[config.mk]
export PLATFORM = sky130hd
export DESIGN_NAME = rgb_clear_ratio_color_classifier_core
export DESIGN_NICKNAME = d
export VERILOG_FILES = /design/src/rtl/core/rcc_pkg.sv /design/src/rtl/core/rcc_prep.sv /design/src/rtl/core/rcc_div_cell.sv /design/src/rtl/core/rcc_classify.sv /design/src/rtl/core/rgb_clear_ratio_color_classifier_core.sv
export SDC_FILE = /design/constraint.sdc
export NUM_CORES = 2
export LEC_CHECK = 0
export BUFFER_PORTS_ARGS = -buffer_cell sky130_fd_sc_hd__buf_2
export CAP_MARGIN = 20
export CELL_PAD_IN_SITES_DETAIL_PLACEMENT = 1
export CELL_PAD_IN_SITES_GLOBAL_PLACEMENT = 1
export CORE_MARGIN = 2
export CORE_UTILIZATION = 48
export CTS_BUF_LIST = sky130_fd_sc_hd__clkbuf_4
export CTS_CLUSTER_SIZE = 12
export DETAILED_ROUTE_END_ITERATION = 6
export MAX_ROUTING_LAYER = met4
export PLACE_DENSITY = 0.78
export SLEW_MARGIN = 40
export SYNTH_ARGS = -nofsm -noshare
export SYNTH_HDL_FRONTEND = slang
export SYNTH_SLANG_ARGS = --single-unit
[constraint.sdc]
create_clock -name clk -period 9.39 [get_ports clk]
set_input_delay 0.4695 -clock clk [delete_from_list [all_inputs] [get_ports clk]]
set_output_delay 0.4695 -clock clk [all_outputs]
set_load 0.02 [all_outputs]
[src/rtl/core/rcc_pkg.sv]
// Package for the RGB/clear ratio color classifier: payload structs, pipeline
// stage types, register indexes, reset values and the box test function.
// No dependencies.
package rcc_pkg;

  localparam int unsigned CountWidth = 16;
  localparam int unsigned LevelWidth = 8;
  localparam int unsigned BoxWidth   = 48;
  localparam int unsigned NumLanes   = 4;
  localparam int unsigned NumSteps   = 8;

  // Lane order inside a pipeline stage.
  localparam int unsigned LANE_RED   = 0;
  localparam int unsigned LANE_GREEN = 1;
  localparam int unsigned LANE_BLUE  = 2;
  localparam int unsigned LANE_LIGHT = 3;

  // Configuration register indexes.
  localparam logic [1:0] REG_FIRST_BOX  = 2'd0;
  localparam logic [1:0] REG_SECOND_BOX = 2'd1;
  localparam logic [1:0] REG_FULL_SCALE = 2'd2;

  localparam logic [BoxWidth-1:0]   FIRST_BOX_RESET  = 48'd55140624992100;
  localparam logic [BoxWidth-1:0]   SECOND_BOX_RESET = 48'd148886556725794;
  localparam logic [CountWidth-1:0] FULL_SCALE_RESET = 16'd45000;

  localparam logic [LevelWidth-1:0] LEVEL_MAX = 8'd255;

  localparam logic [1:0] CLASS_NONE   = 2'd0;
  localparam logic [1:0] CLASS_FIRST  = 2'd1;
  localparam logic [1:0] CLASS_SECOND = 2'd2;

  typedef struct packed {
    logic [CountWidth-1:0] red_count;
    logic [CountWidth-1:0] green_count;
    logic [CountWidth-1:0] blue_count;
    logic [CountWidth-1:0] clear_count;
  } sample_t;

  typedef struct packed {
    logic [LevelWidth-1:0] red_level;
    logic [LevelWidth-1:0] green_level;
    logic [LevelWidth-1:0] blue_level;
    logic [LevelWidth-1:0] light_level;
    logic [1:0]            color_class;
    logic                  zero_clear;
  } result_t;

  // One division lane: partial remainder, dividend bits still to be shifted in,
  // divisor, quotient bits so far and the saturation flag.
  typedef struct packed {
    logic [CountWidth-1:0] rem;
    logic [LevelWidth-1:0] low;
    logic [CountWidth-1:0] den;
    logic [LevelWidth-1:0] quo;
    logic                  sat;
  } lane_t;

  typedef struct packed {
    logic                      valid;
    logic                      zero_clear;
    lane_t [NumLanes-1:0]      lane;
  } stage_t;

  function automatic logic in_box(logic [BoxWidth-1:0]   box,
                                  logic [LevelWidth-1:0] r,
                                  logic [LevelWidth-1:0] g,
                                  logic [LevelWidth-1:0] b);
    return (box[7:0]   <= r) && (r <= box[15:8])
        && (box[23:16] <= g) && (g <= box[31:24])
        && (box[39:32] <= b) && (b <= box[47:40]);
  endfunction

endpackage

[src/rtl/core/rcc_prep.sv]
// Entry stage of the classifier pipeline: forms count*255 for each lane,
// loads the first partial remainder and flags saturation. Uses rcc_pkg.
module rcc_prep (
  input  logic                          clk,
  input  logic                          rst,
  input  logic                          en,
  input  logic                          valid,
  input  rcc_pkg::sample_t              sample,
  input  logic [rcc_pkg::CountWidth-1:0] full_scale,
  output rcc_pkg::stage_t               stage
);

  rcc_pkg::stage_t stage_next;

  always_comb begin
    logic [rcc_pkg::CountWidth-1:0] num [rcc_pkg::NumLanes];
    logic [rcc_pkg::CountWidth-1:0] den [rcc_pkg::NumLanes];
    logic [23:0]                    prod;
    num[rcc_pkg::LANE_RED]   = sample.red_count;
    num[rcc_pkg::LANE_GREEN] = sample.green_count;
    num[rcc_pkg::LANE_BLUE]  = sample.blue_count;
    num[rcc_pkg::LANE_LIGHT] = sample.clear_count;
    den[rcc_pkg::LANE_RED]   = sample.clear_count;
    den[rcc_pkg::LANE_GREEN] = sample.clear_count;
    den[rcc_pkg::LANE_BLUE]  = sample.clear_count;
    den[rcc_pkg::LANE_LIGHT] = full_scale;
    stage_next.valid      = valid;
    stage_next.zero_clear = (sample.clear_count == '0);
    for (int i = 0; i < rcc_pkg::NumLanes; i++) begin
      prod = {num[i], 8'd0} - {8'd0, num[i]};
      stage_next.lane[i].rem = prod[23:8];
      stage_next.lane[i].low = prod[7:0];
      stage_next.lane[i].den = den[i];
      stage_next.lane[i].quo = '0;
      // The quotient exceeds 255 exactly when the upper product bits reach the
      // divisor. A zero divisor saturates unless the dividend is zero too.
      stage_next.lane[i].sat = (prod >= {den[i], 8'd0}) && (num[i] != '0);
    end
  end

  always_ff @(posedge clk) begin
    if (rst) begin
      stage.valid <= 1'b0;
    end else if (en) begin
      stage <= stage_next;
    end
  end

endmodule

[src/rtl/core/rcc_div_cell.sv]
// One restoring division step for all four lanes, registered. A row of eight
// of these cells produces the 8-bit quotients. Uses rcc_pkg.
module rcc_div_cell (
  input  logic            clk,
  input  logic            rst,
  input  logic            en,
  input  rcc_pkg::stage_t prev,
  output rcc_pkg::stage_t stage
);

  rcc_pkg::stage_t stage_next;

  always_comb begin
    logic [rcc_pkg::CountWidth:0] trial;
    logic [rcc_pkg::CountWidth:0] diff;
    logic                         fits;
    stage_next = prev;
    for (int i = 0; i < rcc_pkg::NumLanes; i++) begin
      trial = {prev.lane[i].rem, prev.lane[i].low[7]};
      diff  = trial - {1'b0, prev.lane[i].den};
      // A zero divisor never fits, so zero over zero gives a zero quotient.
      fits  = (prev.lane[i].den != '0) && (trial >= {1'b0, prev.lane[i].den});
      stage_next.lane[i].rem = fits ? diff[rcc_pkg::CountWidth-1:0]
                                    : trial[rcc_pkg::CountWidth-1:0];
      stage_next.lane[i].low = {prev.lane[i].low[6:0], 1'b0};
      stage_next.lane[i].quo = {prev.lane[i].quo[6:0], fits};
    end
  end

  always_ff @(posedge clk) begin
    if (rst) begin
      stage.valid <= 1'b0;
    end else if (en) begin
      stage <= stage_next;
    end
  end

endmodule

[src/rtl/core/rcc_classify.sv]
// Output stage: applies saturation and the zero-clear rule, tests the two
// boxes and holds the result register. Uses rcc_pkg.
module rcc_classify (
  input  logic                         clk,
  input  logic                         rst,
  input  logic                         en,
  input  rcc_pkg::stage_t              prev,
  input  logic [rcc_pkg::BoxWidth-1:0] first_box,
  input  logic [rcc_pkg::BoxWidth-1:0] second_box,
  output logic                         valid,
  output rcc_pkg::result_t             result
);

  rcc_pkg::result_t result_next;

  always_comb begin
    logic [rcc_pkg::LevelWidth-1:0] lvl [rcc_pkg::NumLanes];
    for (int i = 0; i < rcc_pkg::NumLanes; i++) begin
      lvl[i] = prev.lane[i].sat ? rcc_pkg::LEVEL_MAX : prev.lane[i].quo;
    end
    result_next.red_level   = prev.zero_clear ? '0 : lvl[rcc_pkg::LANE_RED];
    result_next.green_level = prev.zero_clear ? '0 : lvl[rcc_pkg::LANE_GREEN];
    result_next.blue_level  = prev.zero_clear ? '0 : lvl[rcc_pkg::LANE_BLUE];
    result_next.light_level = lvl[rcc_pkg::LANE_LIGHT];
    result_next.zero_clear  = prev.zero_clear;
    // The first box has priority when both match.
    priority if (rcc_pkg::in_box(first_box, result_next.red_level,
                                 result_next.green_level, result_next.blue_level)) begin
      result_next.color_class = rcc_pkg::CLASS_FIRST;
    end else if (rcc_pkg::in_box(second_box, result_next.red_level,
                                 result_next.green_level, result_next.blue_level)) begin
      result_next.color_class = rcc_pkg::CLASS_SECOND;
    end else begin
      result_next.color_class = rcc_pkg::CLASS_NONE;
    end
  end

  always_ff @(posedge clk) begin
    if (rst) begin
      valid <= 1'b0;
    end else if (en) begin
      valid <= prev.valid;
    end
  end

  always_ff @(posedge clk) begin
    if (en) begin
      result <= result_next;
    end
  end

endmodule

[src/rtl/core/rgb_clear_ratio_color_classifier_core.sv]
// RGB/clear ratio color classifier: four 8-step restoring dividers run as a
// row of division cells, followed by the box test and the output register.
// Throughput is one sample per cycle while the output is not stalled; each
// stage advances when it is empty or its successor advances, so bubbles
// close up under a stalled output. Synchronous reset empties the pipeline
// and loads the default box bounds and full scale.
module rgb_clear_ratio_color_classifier_core (
  input  logic                         clk,
  input  logic                         rst,
  input  logic                         sample_valid,
  output logic                         sample_ready,
  input  rcc_pkg::sample_t             sample,
  output logic                         result_valid,
  input  logic                         result_ready,
  output rcc_pkg::result_t             result,
  input  logic                         cfg_valid,
  output logic                         cfg_ready,
  input  logic [1:0]                   cfg_index,
  input  logic [rcc_pkg::BoxWidth-1:0] cfg_data
);

  localparam int unsigned Steps = rcc_pkg::NumSteps;

  logic [rcc_pkg::BoxWidth-1:0]   first_box;
  logic [rcc_pkg::BoxWidth-1:0]   second_box;
  logic [rcc_pkg::CountWidth-1:0] full_scale;

  rcc_pkg::stage_t stage [Steps+1];
  logic            en    [Steps+2];

  assign cfg_ready = 1'b1;

  always_ff @(posedge clk) begin
    if (rst) begin
      first_box  <= rcc_pkg::FIRST_BOX_RESET;
      second_box <= rcc_pkg::SECOND_BOX_RESET;
      full_scale <= rcc_pkg::FULL_SCALE_RESET;
    end else if (cfg_valid) begin
      unique case (cfg_index)
        rcc_pkg::REG_FIRST_BOX:  first_box  <= cfg_data;
        rcc_pkg::REG_SECOND_BOX: second_box <= cfg_data;
        rcc_pkg::REG_FULL_SCALE: full_scale <= cfg_data[rcc_pkg::CountWidth-1:0];
        default: ;
      endcase
    end
  end

  // en[k] loads stage k; the output register is the last one.
  always_comb begin
    en[Steps+1] = !result_valid || result_ready;
    for (int k = Steps; k >= 0; k--) begin
      en[k] = !stage[k].valid || en[k+1];
    end
  end

  assign sample_ready = en[0];

  rcc_prep u_prep (
    .clk        (clk),
    .rst        (rst),
    .en         (en[0]),
    .valid      (sample_valid),
    .sample     (sample),
    .full_scale (full_scale),
    .stage      (stage[0])
  );

  for (genvar k = 1; k <= Steps; k++) begin : g_cell
    rcc_div_cell u_cell (
      .clk   (clk),
      .rst   (rst),
      .en    (en[k]),
      .prev  (stage[k-1]),
      .stage (stage[k])
    );
  end

  rcc_classify u_classify (
    .clk        (clk),
    .rst        (rst),
    .en         (en[Steps+1]),
    .prev       (stage[Steps]),
    .first_box  (first_box),
    .second_box (second_box),
    .valid      (result_valid),
    .result     (result)
  );

endmodule

==> impl_metrics.csv <==
group,metric,value,unit
worst_setup_path,cp-end-kind,"output pin",
power,worst_ir_drop_on_vdd,121,µV
place,gp_congestion,0.955,
run,total_of_max_cap_violations,0,
synth,part_of_the_yosys_area_used_for_sequential_elements,0.494,
floorplan,dieHeight,395,µm
outcome,status,"finished clean",
cells_and_area,finalNetCount,8012,
synth,post_synth_num_cell_types,99,
worst_setup_path,worstPathMaxFanout,36,
cells_and_area,drive_above_1_share,0.151,
cts,cts-htree-levels,5,
floorplan,boundary_pin_count,157,
synth,synth_cells,6495,
floorplan,start_util,0.484,
sta,slew_violations,0,
power,power_frac_seq,0.372,
routing,drt_iter0_markers,3477,
sta,timing.max_slew.rel_slack,0.446,
routing,detailroute.via_count,54900,
synth,synth.top_cell.area_share,0.460,
synth,post_synth_and_or_nand_nor_area_fraction,0.110,
sta,post-route-worst-setup-slack,4590,ps
global_routing,antenna_found_initial,5,
synth,yosys.area_share.xor_xnor,0.0500,
sta,worst_slew_pin_slew,831,ps
sta,finalClockSkew,94.5,ps
sta,min_period_over_period,0.511,
worst_setup_path,reg2reg_to,"g_cell[1].u_cell.stage[89]",
synth,yosysTopAreaCell,"sky130_fd_sc_hd__edfxtp_1",
worst_setup_path,cp_slowest_stage_delay,490,ps
sta,period_needed,4800,ps
floorplan,floorplan.rows,143,
hold_path,holdCritStartpoint,"sample[14]",
sta,finalSetupTns,0,ps
power,sw_frac_of_total,0.367,
hold_path,min_path_type,"in2reg",
synth,synth_compound_gate_area_share,0.131,
cts,cts.repair.resized,0,
synth,yosys-top-cells-count,"1,128 x sky130_fd_sc_hd__edfxtp_1, 708 x sky130_fd_sc_hd__ha_1, 545 x sky130_fd_sc_hd__inv_1, 466 x sky130_fd_sc_hd__nand2_1, 404 x sky130_fd_sc_hd__a21oi_1",
cts,clock_tree.buffer_depth,4,
power,leakage_power_total,33.6,nW
synth,synthFlopType,"sky130_fd_sc_hd__edfxtp_1",
hold_path,worstHoldPathCells,2,
synth,synth_edf_count,1128,
global_routing,grt_pass1_vias,58800,
cells_and_area,layout.filler_cells,16300,
synth,post_synth_main_area_contributors,"sky130_fd_sc_hd__edfxtp_1 46%, sky130_fd_sc_hd__ha_1 12%, sky130_fd_sc_hd__mux2_2 4.3%",
worst_setup_path,critical_path_required,8920,ps
worst_setup_path,path_cells,"nor2b_1 > inv_1 > buf_4 > nor2_1 > and3_1 > and2_1 > nand3_1 > buf_2",
floorplan,fp.coreArea,0.152,mm²
routing,drt_wl_total,225,mm
routing,drt-pass1-iter-count,5,
place,placed_cells,8623,
routing,post_drt_via_cell_ratio,5.82,
cells_and_area,finish.cell_count_without_fillers,9424,
worst_setup_path,r2r.worst_path.cells,9,
sta,unrepaired_setup_endpoints_after_global_routing,"no",
worst_setup_path,timing.critical_path.arrival,4330,ps
cts,tritoncts,"yes",
sta,setup_viol,0,
place,postPlaceCellArea,0.0769,mm²
power,p_clk_frac,0.202,
synth,main_combinational_cell_family_by_area_after_synthesis,"compound AO/OA/AOI/OAI gates",
cells_and_area,final_area,0.0832,mm²
synth,mapped_nets,7350,
power,p_sw,8.62,mW
power,power.share.combinational,0.426,
worst_setup_path,path_class,"reg2out",
floorplan,die-width,395,µm
synth,synth.ff_latch_count,1250,
worst_setup_path,r2r_start,"u_classify.valid",
cts,clock_insertion_delay_worst_skew,1300,ps
synth,yosys_warnings,0,
global_routing,grt_start_max_net_pins,79,
cells_and_area,flow.area_growth_from_synthesis,13.1,%
place,dp_slack,4770,ps
synth,synth.mux.area_fraction,0.0532,
worst_setup_path,startpoint_type,"flop",
power,totalPowerFinal,23.5,mW
synth,mappedNetlistArea,0.0736,mm²
worst_setup_path,r2r_slack,5070,ps
global_routing,grt_overflow_total,0,
hold_path,min_delay_worst_endpoint,"u_prep.stage[23]",
power,power_density,282,mW/mm²
synth,yosysMostFrequentCell,"sky130_fd_sc_hd__edfxtp_1",
sta,report.final.hold_viol_count,0,
synth,post_synth_arst_share,0,
routing,ant_nets,0,
place,dp.final_hpwl,170,mm
place,portBuffers,155,
routing,drt-wirelength-per-cell,23.9,µm
cts,cts_inserted_buffers,342,
synth,average_footprint_of_a_synthesized_cell,11.3,µm²
routing,post-route-drc-count,0,
global_routing,global_route_wire_length_before_repair,344,mm
worst_setup_path,timing.critical_path.slowest_stage_cell,"sky130_fd_sc_hd__nor2b_1",
cts,clock-sinks,1250,
global_routing,groute.usage.overall,0.292,
cts,clkSlewWorstSetupHoldPaths,70,ps
power,power.internal,14.9,mW
cts,clockRootBuffer,"sky130_fd_sc_hd__clkbuf_4",
sta,fmax,209,MHz
floorplan,dieArea,0.156,mm²
synth,synth_adder_area_share,0.128,
logic make-up after synthesis:
| group | after synthesis |
|---|---|
| AOI/OAI and AO/OA | 1484 |
| xor gates and xnor gates | 420 |
| adders and majority gates | 736 |
| buffers and inverters | 641 |
| DFF | 1250 |
| muxes | 346 |
| other | 1 |
| and+or+nand+nor | 1617 |
power groups by stage:
| stage | clock, mW | sequential, mW | combinational [mW] |
|---|---|---|---|
| 5_1_grt | 5.11 | 8.83 | 11.0 |
| 6_report | 4.74 | 8.74 | 10.0 |
| 3_5_place_dp | 0 | 8.83 | 9.74 |
| 4_1_cts | 4.83 | 8.73 | 9.94 |
| 2_1_floorplan | 0 | 8.36 | 7.49 |
| 3_3_place_gp | 0 | 8.77 | 9.34 |
placed cells by master (no fill, tap or decap), drive strengths merged, types with 47 or more instances in the layout:
master	instances
a21o	132
a21oi	409
a31oi	49
buf	194
clkbuf	480
clkinv	78
dfxtp	122
dlygate4sd3	219
edfxtp	1128
ha	708
inv	554
mux2	299
mux2i	47
nand2	467
nand2b	71
nand3	69
nand3b	47
nand4	119
nor2	346
nor2b	131
nor3	107
nor4	90
o21a	98
o21ai	385
xnor2	310
xor2	110
through the flow:
step           hold WS, ps  utilization
3_5_place_dp           406        0.506
5_1_grt              -27.1        0.547
6_report              66.8        0.547
3_3_place_gp           400        0.505
2_1_floorplan          400            -
4_1_cts               3.25        0.547
cell type report:
cell class | instances | area, µm² | area share
diodes | 12 | 30.0 | 0.000361
clock buffers | 480 | 3600 | 0.0433
clock inverters | 89 | 428 | 0.00514
inverters | 546 | 2050 | 0.0246
multi-input cells | 4604 | 34900 | 0.420
flip-flops and latches | 1250 | 36300 | 0.436
well taps | 2030 | 2540 | 0.0305
repair buffers | 413 | 3340 | 0.0401
per-layer routing:
layer	routed length (µm)	GRT usage	vias to the layer above	part of all wire
li1	-	-	25600	-
met1	91500	0.333	27100	0.41
met2	112000	0.498	1484	0.50
met3	8570	0.0383	651	0.038
met4	13200	0.158	0	0.059
met5	0	-	-	0
repair_timing:
action | 4_1_cts | 5_1_grt
hold buffers | 219 | 0
buffers inserted | 0 | 0
hold endpoints to repair | 244 | 0
flip-flops by register name (all words and copies together) (netlist names):
name and flops:
g_cell.u_cell.stage 969, u_classify.valid 1, first_box 48, u_prep.stage 133, second_box 48, u_classify.result 35, full_scale 16
worst max-delay path: cells and delay by family (launching register included):
family | cells | cell delay [ps]
buffers and inverters | 3 | 710
flip-flops | 1 | 340
AND/OR/NAND/NOR | 5 | 2000
worst max path at each step:
stage | from | to
after global placement | sample[57] | u_prep.stage[0]
after global routing | u_classify.valid | sample_ready
final | u_classify.valid | sample_ready
after floorplan | u_classify.valid | u_prep.stage[0]
after CTS | u_classify.valid | sample_ready
after detailed placement | sample[57] | u_prep.stage[0]
Power figures use the tool's default switching activity.
